`src/hbwd_pkg.sv`:
```
// Shared types, codes and sizing constants of the heartbeat watchdog.
package hbwd_pkg;

  // Fixed field widths
  localparam int CMD_W    = 3;
  localparam int CHF_W    = 4;
  localparam int MASK_W   = 16;
  localparam int PERIOD_W = 16;
  localparam int MAX_CH_W = 6;   // channel index width at the largest table size

  // Defaults
  localparam int DEF_CHANNELS   = 16;
  localparam int CMDQ_DEPTH     = 4;
  localparam int OUTQ_DEPTH     = 4;
  localparam logic [PERIOD_W-1:0] PERIOD_RESET = 16'd10;

  // Command codes as they arrive on the input
  localparam logic [CMD_W-1:0] CMD_REGISTER   = 3'd0;
  localparam logic [CMD_W-1:0] CMD_UNREGISTER = 3'd1;
  localparam logic [CMD_W-1:0] CMD_ACK        = 3'd2;
  localparam logic [CMD_W-1:0] CMD_TICK       = 3'd3;
  localparam logic [CMD_W-1:0] CMD_START      = 3'd4;
  localparam logic [CMD_W-1:0] CMD_STOP       = 3'd5;

  // Classified operations handed to the back end
  typedef enum logic [2:0] {
    OP_REG   = 3'd0,
    OP_UNREG = 3'd1,
    OP_ACK   = 3'd2,
    OP_TICK  = 3'd3,
    OP_START = 3'd4,
    OP_STOP  = 3'd5,
    OP_NOP   = 3'd6
  } op_t;

  // Channel status codes
  localparam logic [1:0] ST_CHECKED = 2'd0;
  localparam logic [1:0] ST_AWAIT   = 2'd1;
  localparam logic [1:0] ST_TIMEOUT = 2'd2;

  typedef enum logic [2:0] {
    EV_NONE    = 3'd0,
    EV_PING    = 3'd1,
    EV_BLOCK   = 3'd2,
    EV_RECOVER = 3'd3,
    EV_REFUSED = 3'd4
  } ev_code_t;

  typedef struct packed {
    op_t               op;
    logic [MAX_CH_W-1:0] ch;
    logic [MASK_W-1:0] mask;
  } cmd_t;

  typedef struct packed {
    ev_code_t         ev;
    logic [CHF_W-1:0] ch;
    logic             last;
  } ev_t;

  typedef enum logic [1:0] {
    B_IDLE = 2'd0,
    B_CMD  = 2'd1,
    B_SCAN = 2'd2,
    B_FIN  = 2'd3
  } bstate_t;

endpackage

```
`src/hbwd_fifo.sv`:
```
// Small register-based queue used between front, back and result ports.
module hbwd_fifo #(
  parameter int WIDTH = 8,
  parameter int DEPTH = 4
) (
  input  logic             clk,
  input  logic             rst_n,
  input  logic             push,
  input  logic [WIDTH-1:0] wdata,
  output logic             full,
  input  logic             pop,
  output logic [WIDTH-1:0] rdata,
  output logic             empty
);

  localparam int AW = (DEPTH > 1) ? $clog2(DEPTH) : 1;

  logic [WIDTH-1:0] mem_r [DEPTH];
  logic [AW-1:0]    wr_ptr_r, wr_ptr_nxt;
  logic [AW-1:0]    rd_ptr_r, rd_ptr_nxt;
  logic [AW:0]      count_r, count_nxt;
  logic             do_push, do_pop;

  assign full    = (count_r == (AW+1)'(DEPTH));
  assign empty   = (count_r == '0);
  assign do_push = push && !full;
  assign do_pop  = pop && !empty;
  assign rdata   = mem_r[rd_ptr_r];

  always_comb begin
    wr_ptr_nxt = wr_ptr_r;
    rd_ptr_nxt = rd_ptr_r;
    count_nxt  = count_r;
    if (do_push) begin
      wr_ptr_nxt = (wr_ptr_r == AW'(DEPTH-1)) ? '0 : AW'(wr_ptr_r + 1'b1);
    end
    if (do_pop) begin
      rd_ptr_nxt = (rd_ptr_r == AW'(DEPTH-1)) ? '0 : AW'(rd_ptr_r + 1'b1);
    end
    if (do_push && !do_pop) begin
      count_nxt = count_r + 1'b1;
    end else if (do_pop && !do_push) begin
      count_nxt = count_r - 1'b1;
    end
  end

  always_ff @(posedge clk) begin
    if (!rst_n) begin
      wr_ptr_r <= '0;
      rd_ptr_r <= '0;
      count_r  <= '0;
    end else begin
      wr_ptr_r <= wr_ptr_nxt;
      rd_ptr_r <= rd_ptr_nxt;
      count_r  <= count_nxt;
    end
  end

  always_ff @(posedge clk) begin
    if (do_push) begin
      mem_r[wr_ptr_r] <= wdata;
    end
  end

endmodule

```
`src/hbwd_front.sv`:
```
// Front end: accepts commands and classifies them into back-end operations.
module hbwd_front import hbwd_pkg::*; #(
  parameter int CHANNELS = DEF_CHANNELS
) (
  input  logic              in_push,
  input  logic [CMD_W-1:0]  in_command,
  input  logic [CHF_W-1:0]  in_channel,
  input  logic [MASK_W-1:0] in_running_mask,
  output logic              in_full,
  input  logic              q_full,
  output logic              q_push,
  output cmd_t              q_data
);

  logic ch_ok;

  assign ch_ok   = ((MAX_CH_W+1)'(in_channel) < (MAX_CH_W+1)'(CHANNELS));
  assign in_full = q_full;
  assign q_push  = in_push && !q_full;

  always_comb begin
    q_data.ch   = MAX_CH_W'(in_channel);
    q_data.mask = in_running_mask;
    case (in_command)
      CMD_REGISTER:   q_data.op = ch_ok ? OP_REG : OP_NOP;
      CMD_UNREGISTER: q_data.op = ch_ok ? OP_UNREG : OP_NOP;
      CMD_ACK:        q_data.op = ch_ok ? OP_ACK : OP_NOP;
      CMD_TICK:       q_data.op = OP_TICK;
      CMD_START:      q_data.op = OP_START;
      CMD_STOP:       q_data.op = OP_STOP;
      default:        q_data.op = OP_NOP;
    endcase
  end

endmodule

```
`src/hbwd_back.sv`:
```
// Back end: channel table, tick counter and round scanner.
module hbwd_back import hbwd_pkg::*; #(
  parameter int CHANNELS = DEF_CHANNELS
) (
  input  logic                clk,
  input  logic                rst_n,
  input  logic                cfg_we,
  input  logic [PERIOD_W-1:0] cfg_data,
  input  logic                q_empty,
  input  cmd_t                q_head,
  output logic                q_pop,
  input  logic                ev_full,
  output logic                ev_push,
  output ev_t                 ev_data
);

  localparam int CH_W = (CHANNELS > 1) ? $clog2(CHANNELS) : 1;

  bstate_t             state_r, state_nxt;
  op_t                 op_r, op_nxt;
  logic [CH_W-1:0]     ch_r, ch_nxt;
  logic [MASK_W-1:0]   mask_r, mask_nxt;
  logic [CH_W-1:0]     idx_r, idx_nxt;
  logic [CHANNELS-1:0] valid_r, valid_nxt;
  logic                enabled_r, enabled_nxt;
  logic [PERIOD_W-1:0] tick_r, tick_nxt;
  logic [PERIOD_W-1:0] period_r;
  logic                pend_v_r, pend_v_nxt;
  ev_code_t            pend_ev_r, pend_ev_nxt;
  logic [CHF_W-1:0]    pend_ch_r, pend_ch_nxt;

  logic [1:0]          status_mem [CHANNELS];
  logic [1:0]          rd_r;
  logic [CH_W-1:0]     raddr, waddr;
  logic                mem_we;
  logic [1:0]          wdata;

  logic [PERIOD_W:0]   lim, tick_n;
  logic                go_scan;
  logic [MAX_CH_W-1:0] idx_w;
  logic                run, new_ev, blocked;
  ev_code_t            new_code;
  logic [1:0]          new_st;
  logic                st_we;

  assign lim    = (period_r == '0) ? (PERIOD_W+1)'(1) : (PERIOD_W+1)'(period_r);
  assign tick_n = (PERIOD_W+1)'(tick_r) + 1'b1;
  assign idx_w  = MAX_CH_W'(idx_r);
  assign run    = (idx_w < MAX_CH_W'(MASK_W)) && mask_r[idx_w[3:0]];

  // Scan decision for the channel under the scan index
  always_comb begin
    new_ev   = 1'b0;
    new_code = EV_NONE;
    new_st   = rd_r;
    st_we    = 1'b0;
    if (valid_r[idx_r]) begin
      if (rd_r == ST_AWAIT) begin
        new_st   = ST_TIMEOUT;
        st_we    = 1'b1;
        new_ev   = 1'b1;
        new_code = EV_BLOCK;
      end else if (rd_r != ST_TIMEOUT) begin
        new_st = run ? ST_AWAIT : ST_CHECKED;
        st_we  = 1'b1;
        if (run) begin
          new_ev   = 1'b1;
          new_code = EV_PING;
        end
      end
    end
  end

  assign blocked = new_ev && pend_v_r && ev_full;

  always_comb begin
    state_nxt   = state_r;
    op_nxt      = op_r;
    ch_nxt      = ch_r;
    mask_nxt    = mask_r;
    idx_nxt     = idx_r;
    valid_nxt   = valid_r;
    enabled_nxt = enabled_r;
    tick_nxt    = tick_r;
    pend_v_nxt  = pend_v_r;
    pend_ev_nxt = pend_ev_r;
    pend_ch_nxt = pend_ch_r;
    raddr       = CH_W'(q_head.ch);
    waddr       = idx_r;
    wdata       = ST_CHECKED;
    mem_we      = 1'b0;
    q_pop       = 1'b0;
    ev_push     = 1'b0;
    ev_data     = '{ev: pend_ev_r, ch: pend_ch_r, last: 1'b0};
    go_scan     = 1'b0;
    case (state_r)
      B_IDLE: begin
        if (!q_empty) begin
          q_pop     = 1'b1;
          op_nxt    = q_head.op;
          ch_nxt    = CH_W'(q_head.ch);
          mask_nxt  = q_head.mask;
          state_nxt = B_CMD;
        end
      end
      B_CMD: begin
        waddr = ch_r;
        case (op_r)
          OP_REG: begin
            if (!valid_r[ch_r]) begin
              valid_nxt[ch_r] = 1'b1;
              mem_we          = 1'b1;
            end
          end
          OP_UNREG: begin
            valid_nxt[ch_r] = 1'b0;
            mem_we          = 1'b1;
          end
          OP_ACK: begin
            if (valid_r[ch_r]) begin
              mem_we = 1'b1;
              if (rd_r == ST_TIMEOUT) begin
                pend_v_nxt  = 1'b1;
                pend_ev_nxt = EV_RECOVER;
                pend_ch_nxt = CHF_W'(ch_r);
              end
            end
          end
          OP_TICK: begin
            if (enabled_r) begin
              if (tick_n >= lim) begin
                tick_nxt = '0;
                go_scan  = 1'b1;
              end else begin
                tick_nxt = tick_n[PERIOD_W-1:0];
              end
            end
          end
          OP_START: begin
            if (enabled_r) begin
              pend_v_nxt  = 1'b1;
              pend_ev_nxt = EV_REFUSED;
              pend_ch_nxt = '0;
            end else begin
              enabled_nxt = 1'b1;
              tick_nxt    = '0;
              go_scan     = 1'b1;
            end
          end
          OP_STOP: begin
            if (!enabled_r) begin
              pend_v_nxt  = 1'b1;
              pend_ev_nxt = EV_REFUSED;
              pend_ch_nxt = '0;
            end else begin
              valid_nxt   = '0;
              tick_nxt    = '0;
              enabled_nxt = 1'b0;
            end
          end
          default: begin
          end
        endcase
        if (go_scan) begin
          idx_nxt   = '0;
          raddr     = '0;
          state_nxt = B_SCAN;
        end else begin
          state_nxt = B_FIN;
        end
      end
      B_SCAN: begin
        raddr = idx_r;
        if (!blocked) begin
          waddr  = idx_r;
          wdata  = new_st;
          mem_we = st_we;
          if (new_ev) begin
            ev_push     = pend_v_r;
            pend_v_nxt  = 1'b1;
            pend_ev_nxt = new_code;
            pend_ch_nxt = CHF_W'(idx_r);
          end
          if (idx_r == CH_W'(CHANNELS-1)) begin
            state_nxt = B_FIN;
          end else begin
            idx_nxt = CH_W'(idx_r + 1'b1);
            raddr   = CH_W'(idx_r + 1'b1);
          end
        end
      end
      B_FIN: begin
        ev_data.last = 1'b1;
        if (!pend_v_r) begin
          ev_data.ev = EV_NONE;
          ev_data.ch = '0;
        end
        if (!ev_full) begin
          ev_push    = 1'b1;
          pend_v_nxt = 1'b0;
          state_nxt  = B_IDLE;
        end
      end
      default: state_nxt = B_IDLE;
    endcase
  end

  always_ff @(posedge clk) begin
    if (!rst_n) begin
      state_r   <= B_IDLE;
      valid_r   <= '0;
      enabled_r <= 1'b0;
      tick_r    <= '0;
      pend_v_r  <= 1'b0;
      period_r  <= PERIOD_RESET;
    end else begin
      state_r   <= state_nxt;
      valid_r   <= valid_nxt;
      enabled_r <= enabled_nxt;
      tick_r    <= tick_nxt;
      pend_v_r  <= pend_v_nxt;
      if (cfg_we) begin
        period_r <= cfg_data;
      end
    end
  end

  always_ff @(posedge clk) begin
    op_r      <= op_nxt;
    ch_r      <= ch_nxt;
    mask_r    <= mask_nxt;
    idx_r     <= idx_nxt;
    pend_ev_r <= pend_ev_nxt;
    pend_ch_r <= pend_ch_nxt;
  end

  // Status table; entries are only read behind a set valid bit
  always_ff @(posedge clk) begin
    if (mem_we) begin
      status_mem[waddr] <= wdata;
    end
    rd_r <= status_mem[raddr];
  end

  a_push_room: assert property (@(posedge clk) disable iff (!rst_n)
    ev_push |-> !ev_full)
    else $error("event pushed into a full result queue");

  a_stop_only: assert property (@(posedge clk) disable iff (!rst_n)
    $fell(enabled_r) |-> $past(state_r == B_CMD && op_r == OP_STOP))
    else $error("watchdog disabled without a stop command");

  a_scan_range: assert property (@(posedge clk) disable iff (!rst_n)
    (state_r == B_SCAN) |-> (MAX_CH_W+1)'(idx_r) < (MAX_CH_W+1)'(CHANNELS))
    else $error("scan index beyond the table");

  a_last_idle: assert property (@(posedge clk) disable iff (!rst_n)
    (ev_push && ev_data.last) |=> (state_r == B_IDLE))
    else $error("final result pushed but back end did not return to idle");

endmodule

```
`src/multi_channel_heartbeat_watchdog_core.sv`:
```
// Top level of the multi-channel heartbeat watchdog.
// Usage:
//   Input channel is a queue write port: present in_command, in_channel and
//   in_running_mask with in_push; the transfer happens when in_full is low.
//   Results come out of a queue read port: while out_empty is low the oldest
//   event is on out_event_res/out_event_channel/out_last; pulse out_pop to
//   take it. Every command yields one or more events, out_last marks the end.
//   The cfg_ channel writes period_ticks; cfg_ready is always high.
// Timing:
//   A command passes a 4-deep command queue, then the back end takes it through
//   dequeue, table access and final push for register, unregister, ack, stop
//   or a tick that does not end a period. A start or a period-end tick adds a
//   scan of all CHANNELS entries, one table entry per cycle while the scan is
//   not stalled by a full result queue. A round holds each event back until
//   the next one is found, so its results trail.
// Reset and stall:
//   Synchronous active-low reset empties both queues, clears the table valid
//   bits, the tick count and the enable, and loads period_ticks with 10.
//   A stalled receiver fills the 4-deep result queue, the scanner holds on the
//   current channel, the command queue backs up and in_full rises; none is lost.
module multi_channel_heartbeat_watchdog_core import hbwd_pkg::*; #(
  parameter int CHANNELS = DEF_CHANNELS
) (
  input  logic                clk,
  input  logic                rst_n,
  // command input
  input  logic                in_push,
  output logic                in_full,
  input  logic [CMD_W-1:0]    in_command,
  input  logic [CHF_W-1:0]    in_channel,
  input  logic [MASK_W-1:0]   in_running_mask,
  // event output
  output logic                out_empty,
  input  logic                out_pop,
  output logic [2:0]          out_event_res,
  output logic [CHF_W-1:0]    out_event_channel,
  output logic                out_last,
  // configuration write
  input  logic                cfg_valid,
  output logic                cfg_ready,
  input  logic [PERIOD_W-1:0] cfg_data
);

  logic cq_full, cq_push, cq_empty, cq_pop;
  cmd_t cq_wdata, cq_rdata;
  logic eq_full, eq_push, eq_empty;
  ev_t  eq_wdata, eq_rdata;

  // Configuration is always accepted
  assign cfg_ready = 1'b1;

  // Classify incoming commands
  hbwd_front #(.CHANNELS(CHANNELS)) u_front (
    .in_push         (in_push),
    .in_command      (in_command),
    .in_channel      (in_channel),
    .in_running_mask (in_running_mask),
    .in_full         (in_full),
    .q_full          (cq_full),
    .q_push          (cq_push),
    .q_data          (cq_wdata)
  );

  // Decouple front and back
  hbwd_fifo #(.WIDTH($bits(cmd_t)), .DEPTH(CMDQ_DEPTH)) u_cmdq (
    .clk   (clk),
    .rst_n (rst_n),
    .push  (cq_push),
    .wdata (cq_wdata),
    .full  (cq_full),
    .pop   (cq_pop),
    .rdata (cq_rdata),
    .empty (cq_empty)
  );

  // Execute commands and run rounds
  hbwd_back #(.CHANNELS(CHANNELS)) u_back (
    .clk      (clk),
    .rst_n    (rst_n),
    .cfg_we   (cfg_valid && cfg_ready),
    .cfg_data (cfg_data),
    .q_empty  (cq_empty),
    .q_head   (cq_rdata),
    .q_pop    (cq_pop),
    .ev_full  (eq_full),
    .ev_push  (eq_push),
    .ev_data  (eq_wdata)
  );

  // Hold results until the receiver takes them
  hbwd_fifo #(.WIDTH($bits(ev_t)), .DEPTH(OUTQ_DEPTH)) u_outq (
    .clk   (clk),
    .rst_n (rst_n),
    .push  (eq_push),
    .wdata (eq_wdata),
    .full  (eq_full),
    .pop   (out_pop),
    .rdata (eq_rdata),
    .empty (eq_empty)
  );

  assign out_empty         = eq_empty;
  assign out_event_res     = eq_rdata.ev;
  assign out_event_channel = eq_rdata.ch;
  assign out_last          = eq_rdata.last;

endmodule

```
`config.mk`:
```
export PLATFORM = sky130hd
export DESIGN_NAME = multi_channel_heartbeat_watchdog_core
export DESIGN_NICKNAME = d
export VERILOG_FILES = /design/src/hbwd_pkg.sv /design/src/hbwd_fifo.sv /design/src/hbwd_front.sv /design/src/hbwd_back.sv /design/src/multi_channel_heartbeat_watchdog_core.sv
export SDC_FILE = /design/constraint.sdc
export NUM_CORES = 1
export LEC_CHECK = 0
export ABC_AREA = 1
export BUFFER_PORTS_ARGS = -buffer_cell sky130_fd_sc_hd__buf_2
export CAP_MARGIN = 15
export CELL_PAD_IN_SITES_DETAIL_PLACEMENT = 1
export CELL_PAD_IN_SITES_GLOBAL_PLACEMENT = 1
export CORE_MARGIN = 4
export CORE_UTILIZATION = 52
export CTS_CLUSTER_SIZE = 14
export DETAILED_ROUTE_END_ITERATION = 7
export PLACE_DENSITY_LB_ADDON = 0.1
export SLEW_MARGIN = 20
export SYNTH_ARGS = -nofsm -noshare
export SYNTH_HDL_FRONTEND = slang
export SYNTH_HIERARCHICAL = 1
export SYNTH_SLANG_ARGS = --single-unit
```
`constraint.sdc`:
```
create_clock -name clk -period 7.3 [get_ports clk]
set_clock_uncertainty 0.1 [all_clocks]
set_input_delay 0.365 -clock clk [delete_from_list [all_inputs] [get_ports clk]]
set_output_delay 0.365 -clock clk [all_outputs]
set_load 0.05 [all_outputs]
```
Word-level counts from Yosys, hierarchy flattened
Memories as Yosys holds them, arrays and structs flattened. A register that Yosys moved wholly into a read port is not among the register bits.
Cells that the tools add are included.
- add/subtract/negate cells: 10
- $mul: 0
- divide/modulo/power cells: 0
- magnitude comparators: 5
- equality and inequality tests: 38
- shifts and indexed selects: 0
- muxes and demuxes: 109
- bitwise gates (word level): 4
- reductions and logical operators: 42
- operators with widths (kind ; number):
    $mux W16 ; 6
    $pmux W16 S3 ; 2
    $mux W4 ; 11
    $mux W1 ; 39
    $mux W3 ; 13
    $mux W2 ; 17
    $pmux W4 S2 ; 3
    $eq A3 B3 Y1 const B ; 6
    $pmux W3 S6 ; 1
    $add A16 B1 Y17 const B ; 1
    $ge A17 B17 Y1 ; 1
    $and A16 B16 Y16 ; 1
    $logic_not A16 Y1 ; 1
    $not A16 Y16 ; 1
    $or A16 B16 Y16 ; 1
    $lt A4 B5 Y1 const B ; 3
    $eq A2 B2 Y1 const B ; 7
    $logic_and A1 B1 Y1 ; 13
    $bmux W1 S4 ; 3
    $eq A3 B2 Y1 const B ; 4
    $logic_not A3 Y1 ; 4
    $ne A2 B2 Y1 const B ; 6
    $pmux W4 S3 ; 1
    $ne A2 B1 Y1 const B ; 5
    29 further kinds ; 58
- register bits: 100
- bits in latches: 0
- memory bits (writable): 156
- ROM bits: 0
- bits of input ports: 44
- output and inout port bits: 11
- word-level logic and storage cells: 229
- memories kept: 3
- memories (memory ; depth ; width ; rd ports ; clocked after Yosys merged registers in ; write ports ; RTL line ; RTL):
    u_cmdq.mem_r ; 4 ; 23 ; 1 ; 1 ; 1 ; hbwd_fifo.sv:18 ; logic [WIDTH-1:0] mem_r [DEPTH];
    u_back.status_mem ; 16 ; 2 ; 1 ; 1 ; 1 ; hbwd_back.sv:32 ; logic [1:0] status_mem [CHANNELS];
    u_outq.mem_r ; 4 ; 8 ; 1 ; 1 ; 1 ; hbwd_fifo.sv:18 ;

Depth between registers and ports, before layout
- word-level depth: 16
- depth in mapped cells: 27
- depth with buffers taken out: 26

Cells and area by module
The synthesis kept the hierarchy.
- modules (own cells, without submodules) (module ; instances ; cells each ; area an instance (um^2) ; sequential area each (um^2)):
    hbwd_back ; 1 ; 840 ; 6596.3 ; 3062.9
    hbwd_fifo (u_cmdq) ; 1 ; 314 ; 4311.6 ; 3183.1
    hbwd_fifo (u_outq) ; 1 ; 148 ; 1692.9 ; 1141.1
    hbwd_front ; 1 ; 30 ; 203.9 ; 0.0
    multi_channel_heartbeat_watchdog_core ; 1 ; 2 ; 11.3 ; 0.0

Worst setup path after synthesis
No wires, ideal clock.
- path kind: reg2reg
- from: register u_back.tick_r[2]
- to: register u_back.rd_r[0], read port of u_back.status_mem
- setup time: 0.113 ns
- data arrival time: 3.192 ns
- data required time: 7.087 ns
- slack: 3.895 ns
- stages on the path, launching flop included: 27
- path buffers: 1
- clock period less this slack: 3.405 ns
- cell sequence: dfxtp_1 > nand2_1 > nor2_1 > nand3_1 > nand3b_1 > nor4_1 > nand3_1 > nor2_1 > xor2_1 > ha_1 > nand3_1 > inv_1 > nand3_1 > nor2_1 > a211oi_1 > nand3_1 > nand2_1 > nand2_1 > nand2_1 > nand2_2 > buf_2 > nand3_1 > nand2_1 > nand2_1 > nand3_1 > nand3_1 > nand2_1
- cells in the longest elaborated chain, start to end: 8
- RTL lines (element ; RTL line ; RTL):
    start: declaration ; hbwd_back.sv:26 ; logic [PERIOD_W-1:0] tick_r, tick_nxt;
    start signal: assignment ; hbwd_back.sv:220 ; tick_r <= tick_nxt;
    $add A16 B1 Y17 ; hbwd_back.sv:47 ; assign tick_n = (PERIOD_W+1)'(tick_r) + 1'b1;
    $ge A17 B17 Y1 ; hbwd_back.sv:131 ; if (tick_n >= lim) begin
    $mux W1 ; hbwd_back.sv:131 ;
    $mux W1 ; hbwd_back.sv:130 ; if (enabled_r) begin
    $pmux W1 S2 ; hbwd_back.sv:108 ; case (op_r)
    $mux W1 ; hbwd_back.sv:96 ; case (state_r)
    $mux W4 ; hbwd_back.sv:164 ; if (go_scan) begin
    $pmux W4 S2 ; hbwd_back.sv:96 ;
    end: declaration ; hbwd_back.sv:33 ; logic [1:0] rd_r;
Every way passes these cells. The select of a mux whose other input is x is not followed.
A chain may end at the register's enable or synchronous reset.

Final worst setup path
Ends and elaborated chain as after synthesis.

==> impl_metrics.yaml <==
grt:
  grt.busiest_layer: "met2"
  use_met1_pct: 29.6
  use_met2_pct: 44.4
  grt_overflow: 0
  grt_max_degree: 50
  antenna_found_initial: 0
  grt_pass1_wl_um: 51300
  grt_use_total_pct: 23.8
  use_met3_pct: 2.50
  grt_pass1_vias: 10069
finish:
  num_antenna_cells: 0
  multi_input_comb_area_um2: 4250
  fillCellCount: 2636
  layoutNonFillerInstCount: 1719
  nNetsFinal: 1460
  seq_area_um2: 7150
  synthToLayoutAreaGrowth_pct: 13.2
  layout-drive-gt1-share_pct: 11.9
  final_area_um2: 14200
sta:
  period_share_pct: 57.1
  post-route-min-period_ns: 4.17
  slew_headroom_pct: 41.3
  finalHoldViolCount: 0
  setup_viol: 0
  tightest_slew_ns: 0.877
  fmax_mhz: 240
  setup-tns-final_ns: 0
  final-max-slew-violation-count: 0
  rsz0062_at_grt: "no"
yosys:
  synthCells: 1313
  synth_area_per_cell_um2: 9.52
  syn_area_um2: 12500
  yosys_warnings: 6
  synth_nets: 1396
critical_path:
  critical_path_buf_inv_count: 1
  cp.required_ns: 7.64
  cp.arrival_ns: 4.51
  cp.depth: 25
  worstSetupPathType: "reg -> reg"
  start_kind: "flop"
  r2r_slack_ns: 3.13
  cpMaxStageDelayCell: "dfxtp_1"
  cpPeakStageDelay_ns: 0.39
  worstPathMaxFanout: 17
  reg2reg_depth: 25
  cpLargestDelayFamily: "simple AND/OR/NAND/NOR gates"
  worstSetupEndpointType: "flop"
  cp_common_cell: "nand3_1"
die:
  fp.dieH_um: 163
  pin_count: 55
  core.rowCount: 56
  dieArea_um2: 26600
  start_util_pct: 53.1
  fp.coreArea_um2: 23500
  fp.dieW_um: 163
routing:
  vias: 9311
  dr.pass1.iters: 4
  wire_per_inst_um: 18.1
  routed_wl_um: 31100
  drt-vias-per-instance: 5.42
  drt_iter0_drc: 538
  drc: 0
  antenna_left: 0
pwr:
  ir_drop_mv: 0.293
  cellLeakagePower_nw: 5.75
  power.total_mw: 5.74
  powerDensity_nw_per_um2: 406
min_path:
  whs_path_depth: 3
  hp-class: "in -> reg"
place:
  io_buffer_count: 53
  place.gp.congestion: 0.807
  place_area_um2: 12800
  dp_cells: 1630
  post-dp-hpwl_um: 20000
clocking:
  numCtsBuffers: 29
  clkTransAtPathRegs_ns: 0.06
  cts_tree: "built"
  h-tree-depth: 1
  clock_path_buffers: 3
  clock_latency_ns: 0.56
  postCtsResizedCells: 0
  root_buffer: "clkbuf_16"
  cts_num_sinks: 262
job:
  drv_cap: 0
outcome:
  outcome: "finished clean"
## registers in the layout, summed over array words and instances, names as in the netlist, 16 cells and up, named ones only
signal,cells
u_back/mask_r,16
u_back/period_r,16
u_back/status_mem,32
u_back/tick_r,16
u_back/valid_r,16
u_cmdq/mem_r,92
u_outq/mem_r,32
## report_power, final
part	internal, mW	total [mW]	switching (mW)
clock	0.903	1.50	0.598
combinational	0.586	2.11	1.52
sequential	1.97	2.13	0.167
## area by class of cell
cell class / count / share of cell area (%)
multi-input combinational: 808 / 30.0
clock buffer: 40 / 5.84
sequential: 262 / 50.5
tap: 319 / 2.82
timing repair buffer: 99 / 4.93
inverter: 177 / 4.71
clock inverter: 14 / 1.18
## cells in the final DEF, fill, tap and decap left out, types with 6 or more instances in the layout
cell,n
nand2_2,6
nand3_1,72
o21ai_2,21
inv_2,8
dlygate4sd3_1,35
ha_1,37
buf_4,11
dfxtp_1,72
edfxtp_1,190
a21oi_1,63
o21ai_0,59
nand4_1,9
nand2_1,225
nor2_2,6
o21ai_1,39
o211ai_1,7
xor2_1,12
buf_2,53
nor2_1,168
inv_1,166
o22ai_1,32
clkbuf_16,30
## worst reg2reg max path, stage by stage (launching register included)
cell and delay, ns:
dfxtp_1 0.39, nand2_1 0.07, nor2_1 0.15, nand3_1 0.13, nand3b_1 0.23, nor4_1 0.30, nand3_1 0.19, nor2_1 0.16
xor2_1 0.22, ha_1 0.28, nand3_1 0.10, inv_1 0.06, nand3_1 0.07, nor2_1 0.04, a211oi_1 0.17, nand3_1 0.14
nand2_1 0.08, nand2_1 0.08, nand2_1 0.16, nand2_2 0.26, nand2_4 0.27, nand2_1 0.07, nand3_1 0.07, nand3_1 0.09
nand3_1 0.09, nand2_1 0.06
## metal layers
metal | part of all wire, % | wire length (µm) | vias up
li1 | - | - | 4516
met1 | 42 | 13000 | 4590
met2 | 53 | 16300 | 154
met3 | 3.2 | 997 | 51
met4 | 2.3 | 701 | 0
met5 | 0 | 0 | -
## timing repair
item	CTS	global route
setup buffers	0	0
hold endpoints to repair	97	0
hold buffers	35	0
## per-stage QoR
step	hold slack [ns]	worst slack (ns)	utilization, %
2_1_floorplan	0.329	3.89	-
3_3_place_gp	0.355	3.41	54.4
3_5_place_dp	0.365	3.15	54.4
4_1_cts	0.000686	3.12	60.1
5_1_grt	0.0328	2.64	60.1
6_report	0.0105	3.13	60.1
## path summary, 6_finish.rpt
| check | from | end |
|---|---|---|
| worst max-delay path | u_back/tick_r[2] | u_back/rd_r[0] |
| worst min-delay path | cfg_data[8] | u_back/period_r[8] |
| worst max register to register | u_back/tick_r[2] | u_back/rd_r[0] |
| worst min register to register | u_back/tick_r[7] | u_back/tick_r[7] |
Power figures use the tool's default switching activity.
